$ cat config.mk
export PLATFORM = sky130hd
export DESIGN_NAME = frb_front
export DESIGN_NICKNAME = d
export VERILOG_FILES = /design/src/frb_pkg.sv /design/src/frb_front.sv
export VERILOG_INCLUDE_DIRS = /design/src /design/src/src
export SDC_FILE = /design/constraint.sdc
export NUM_CORES = 1
export LEC_CHECK = 0
export BUFFER_PORTS_ARGS = -buffer_cell sky130_fd_sc_hd__buf_4
export CAP_MARGIN = 40
export CORE_MARGIN = 10
export CORE_UTILIZATION = 49
export CTS_BUF_LIST = sky130_fd_sc_hd__clkbuf_8
export CTS_CLUSTER_DIAMETER = 100
export DETAILED_ROUTE_END_ITERATION = 10
export PLACE_DENSITY = 0.77
export SETUP_SLACK_MARGIN = 0.2
export SLEW_MARGIN = 20
export SYNTH_ARGS = -nofsm -noshare
export SYNTH_HDL_FRONTEND = slang
export SYNTH_SLANG_ARGS = --single-unit
$ cat constraint.sdc
create_clock -name clk -period 2.5 [get_ports clk]
set_input_delay 0.125 -clock clk [delete_from_list [all_inputs] [get_ports clk]]
set_output_delay 0.125 -clock clk [all_outputs]
set_load 0.05 [all_outputs]
$ cat src/fragment_reassembly_buffer_defines.svh
// assertion macros shared by the reassembly buffer modules
// each use expects clk and rst_n in scope
`ifndef FRAGMENT_REASSEMBLY_BUFFER_DEFINES_SVH
`define FRAGMENT_REASSEMBLY_BUFFER_DEFINES_SVH

`ifndef SYNTHESIS

// condition holds at every clock edge out of reset
`define FRB_ASSERT(lbl, cond, msg) \
    lbl: assert property (@(posedge clk) disable iff (!rst_n) (cond)) else $error(msg);

// precondition implies the consequence in the next cycle
`define FRB_ASSERT_NEXT(lbl, pre, post, msg) \
    lbl: assert property (@(posedge clk) disable iff (!rst_n) (pre) |=> (post)) \
        else $error(msg);

`else

`define FRB_ASSERT(lbl, cond, msg)
`define FRB_ASSERT_NEXT(lbl, pre, post, msg)

`endif

`endif

$ cat src/frb_pkg.sv
package frb_pkg;

    localparam int MAX_FRAGS       = 16;
    localparam int MAX_FRAG_BYTES  = 256;
    localparam int MAX_FRAME_BYTES = 4096;

    // derived widths
    localparam int IDX_W      = (MAX_FRAGS > 1) ? $clog2(MAX_FRAGS) : 1;
    localparam int CS_W       = $clog2(MAX_FRAGS + 1);
    localparam int CNT_W      = 7;
    localparam int WP_W       = $clog2(MAX_FRAG_BYTES + 1);
    localparam int SLOT_DEPTH = MAX_FRAGS * MAX_FRAG_BYTES;
    localparam int SA_W       = (SLOT_DEPTH > 1) ? $clog2(SLOT_DEPTH) : 1;
    localparam int FA_W       = $clog2(MAX_FRAME_BYTES);
    localparam int TOT_W      = $clog2(SLOT_DEPTH + 1);

    // status codes
    localparam logic [3:0] STAT_STORED     = 4'd0;
    localparam logic [3:0] STAT_DUPLICATE  = 4'd1;
    localparam logic [3:0] STAT_BAD_HEADER = 4'd2;
    localparam logic [3:0] STAT_NO_FRAME   = 4'd3;
    localparam logic [3:0] STAT_COMPLETE   = 4'd4;
    localparam logic [3:0] STAT_TOO_LARGE  = 4'd5;
    localparam logic [3:0] STAT_TOO_LONG   = 4'd6;
    localparam logic [3:0] STAT_READ_OK    = 4'd7;
    localparam logic [3:0] STAT_BEYOND     = 4'd8;

    typedef struct packed {
        logic        req_type;
        logic [7:0]  frag_index;
        logic [7:0]  frag_count;
        logic [7:0]  data_byte;
        logic        byte_last;
        logic [11:0] read_offset;
    } in_t;

    typedef struct packed {
        logic [3:0]  status;
        logic [12:0] frame_length;
        logic [7:0]  read_data;
        logic [6:0]  frags_stored;
    } out_t;

    // classified item passed from front to back
    typedef struct packed {
        logic        is_read;
        logic        last;
        logic        hdr_ok;
        logic        idx_zero;
        logic [7:0]  frag_index;
        logic [7:0]  frag_count;
        logic [7:0]  data_byte;
        logic [11:0] read_offset;
    } cmd_t;

endpackage

$ cat src/frb_front.sv
`include "fragment_reassembly_buffer_defines.svh"

module frb_front (
    input  logic         clk,
    input  logic         rst_n,
    input  logic         start,
    input  frb_pkg::in_t cmd,
    output logic         busy,
    output frb_pkg::cmd_t head,
    output logic         head_valid,
    input  logic         pop
);
    import frb_pkg::*;

    cmd_t       q_reg [2];
    logic       wr_ptr_reg;
    logic       wr_ptr_next;
    logic       rd_ptr_reg;
    logic       rd_ptr_next;
    logic [1:0] count_reg;
    logic [1:0] count_next;
    logic       push;
    cmd_t       cls;

    // header check and item classification
    always_comb
    begin
        cls.is_read     = cmd.req_type;
        cls.last        = cmd.byte_last;
        cls.hdr_ok      = (cmd.frag_count != 8'd0)
                          && (32'(cmd.frag_count) <= 32'(MAX_FRAGS))
                          && (cmd.frag_index < cmd.frag_count);
        cls.idx_zero    = (cmd.frag_index == 8'd0);
        cls.frag_index  = cmd.frag_index;
        cls.frag_count  = cmd.frag_count;
        cls.data_byte   = cmd.data_byte;
        cls.read_offset = cmd.read_offset;
    end

    assign busy       = (count_reg == 2'd2);
    assign push       = start && !busy;
    assign head       = q_reg[rd_ptr_reg];
    assign head_valid = (count_reg != 2'd0);

    // two-entry queue pointers
    always_comb
    begin
        wr_ptr_next = push ? ~wr_ptr_reg : wr_ptr_reg;
        rd_ptr_next = pop ? ~rd_ptr_reg : rd_ptr_reg;
        count_next  = count_reg + {1'b0, push} - {1'b0, pop};
    end

    always_ff @(posedge clk or negedge rst_n)
    begin
        if (!rst_n)
        begin
            wr_ptr_reg <= 1'b0;
            rd_ptr_reg <= 1'b0;
            count_reg  <= 2'd0;
        end
        else
        begin
            wr_ptr_reg <= wr_ptr_next;
            rd_ptr_reg <= rd_ptr_next;
            count_reg  <= count_next;
        end
    end

    // queue storage
    always_ff @(posedge clk)
    begin
        if (push)
        begin
            q_reg[wr_ptr_reg] <= cls;
        end
    end

    `FRB_ASSERT(a_count_bound, count_reg != 2'd3, "queue count beyond depth")
    `FRB_ASSERT_NEXT(a_pop_nonempty, pop && !push && count_reg == 2'd1, count_reg == 2'd0, "queue count lost an item")

endmodule

==> results.ini <==
[routing]
num_vias=1981
wl_um=7330
vias_per_cell=5.11
wire_per_inst_um=18.9
ant_nets=0
drt_iter0_drc=59
dr.pass1.iters=4
drc=0

[layout]
layout_common_cells=buf_4, edfxtp_1, dlygate4sd3_1
largest_reg_flops=80
diodes=0
final_common_cell=buf_4
nNetsFinal=357
synthToLayoutAreaGrowth_pct=39.5
drive_gt1_share_pct=46.6
design_area_um2=4650
fillCellCount=419

[synthesis]
synthAdderAreaFrac_pct=3.38
synth_top_area_share_pct=72.1
seq_area_frac_synth_pct=75.1
yosysUniqueCellTypes=25
avgSynthCellArea_um2=19.2
syn_inst=174
async_flop_share_pct=4.76
synthSimpleGateAreaFrac_pct=3.08
ys_ff_latch=84
yosys_most_used_dff=edfxtp_1
syn-num-nets=225
syn_area_um2=3330
synth-xor-area-share_pct=1.31
synthTopCellsByArea=edfxtp_1, mux2_2, ha_1, dfrtp_1, buf_6
synth_compound_area_share_pct=1.13
synth_top_family_by_area=multiplexers
synth_edf_count=80
ys_warn_count=0
synth_mux_area_share_pct=13.5
yosysTopAreaCell=edfxtp_1

[die]
core_area_um2=6490
num_rows=29
die-height_um=102
initial_core_util_pct=51.3
die-area_um2=10500
die_x_um=102
pin_count=84

[sta]
hold_viol=0
grt_setup_unrepaired=false
setup_violations=0
finalCritPeriodShare_pct=78.5
tns_ns=0
slew_viol_final=0
fmax_mhz=509
tightest_slew_ns=0.570
relSlewSlack_pct=62.0
fin_worst_skew_ns=0.00664
fin_crit_ns=1.96

[global_route]
grt_max_degree=41
antenna_found_initial=0
grt_pass1_wl_um=11400
grt_overflow=0
grt_pass1_vias=2224
grtUsageTotal_pct=14.4

[flow_run]
maxCapViolCount=0

[min_path]
hold_class=in -> async

[power]
leakage_nw=1.80
power_density_nw_per_um2=1200
ir_drop_mv=0.818

[clocking]
cts.htree.levels=3
root_buffer=clkbuf_8
post-cts-setup-buffers=0
clk_latency_ns=0.34
tritoncts=done
cts_buffers=9
clock_path_buffers=2
clock-sinks=84
clkSlewWorstSetupHoldPaths_ns=0.09

[worst_setup_path]
end_kind=primary output
cp.arrival_ns=1.84
critPathKind=reg -> out
crit_fanout=23
startpoint_type=flop
required_ns=2.38

[placement]
dp_hpwl_um=4920
placed_area_um2=4060
place.gp.congestion=0.758
io_buffers=83

[status]
status=complete, no violations

[cells by family (layout without fill, tap and decap cells)]
| family | Yosys count | in the layout |
|---|---|---|
| compound gates | 5 | 5 |
| xor+xnor | 5 | 5 |
| fa+ha+maj | 9 | 9 |
| buf+inv | 14 | 151 |
| flops | 84 | 84 |
| mux | 40 | 40 |
| simple gates | 17 | 17 |
[layer usage]
layer / track usage, % / vias up / routed length (um)
met5: 0 / - / 0
met4: 6.07 / 0 / 98
met3: 4.59 / 10 / 553
met2: 24.6 / 69 / 3740
met1: 16.1 / 970 / 2940
li1: - / 932 / -
[path summary, 6_finish.rpt]
check                      cells past startpoint           end         start  slack (ns)
max                                            3      head[20]    rd_ptr_reg        0.54
min                                            2  count_reg[0]         rst_n        0.11
max reg2reg                                    4  q_reg[0][34]  count_reg[1]        0.87
min reg2reg                                    1  count_reg[0]  count_reg[0]        0.54
max in group asynchronous                      2    rd_ptr_reg         rst_n        2.27
min in group clk                               3    wr_ptr_reg         start        0.16
[report_power, final]
| group | total [W] | internal, W | switching [W] |
|---|---|---|---|
| combinational | 0.00259 | 0.000893 | 0.00170 |
| sequential | 0.00208 | 0.00193 | 0.000154 |
| clock | 0.000916 | 0.000389 | 0.000527 |
| total | 0.00559 | 0.00321 | 0.00238 |
[synth_stat cells, types with 2 or more instances]
library cell and instances:
buf_6 4, dfrtp_1 4, edfxtp_1 80, ha_1 9, inv_1 9, mux2_1 3, mux2_2 37, nand2_1 5
nor2_1 3, or4_1 2, xnor2_1 4
[critical path, stage by stage (launching register included)]
cell	delay (ns)
dfrtp_2	0.68
buf_12	0.25
mux2_2	0.37
buf_4	0.19
[metrics by stage]
step | setup slack, ns | cells | total power, W | hold slack, ns | util (%)
3_5_place_dp | 0.891 | 332 | 0.00467 | -0.0723 | 62.5
4_1_cts | 0.507 | 388 | 0.00563 | 0.0791 | 71.6
3_3_place_gp | 0.911 | 332 | 0.00462 | -0.0747 | 62.5
5_1_grt | 0.456 | 388 | 0.00583 | 0.117 | 71.6
2_1_floorplan | 0.451 | 174 | 0.00391 | -0.171 | -
6_report | 0.537 | 388 | 0.00559 | 0.111 | 71.6
[what timing repair did]
item,in CTS,in global routing
gates resized for setup,0,0
hold endpoints to repair,81,0
hold buffers,40,0
[area by class of cell]
class	instances	area [um^2]	share of cell area [%]
Sequential cell	84	2500	53.8
Timing Repair Buffer	126	1070	23.0
Multi-Input combinational cell	76	756	16.3
Clock buffer	9	124	2.66
Tap cell	77	96.3	2.07
Clock inverter	7	65.1	1.40
Inverter	9	33.8	0.727
Power figures use the tool's default switching activity.
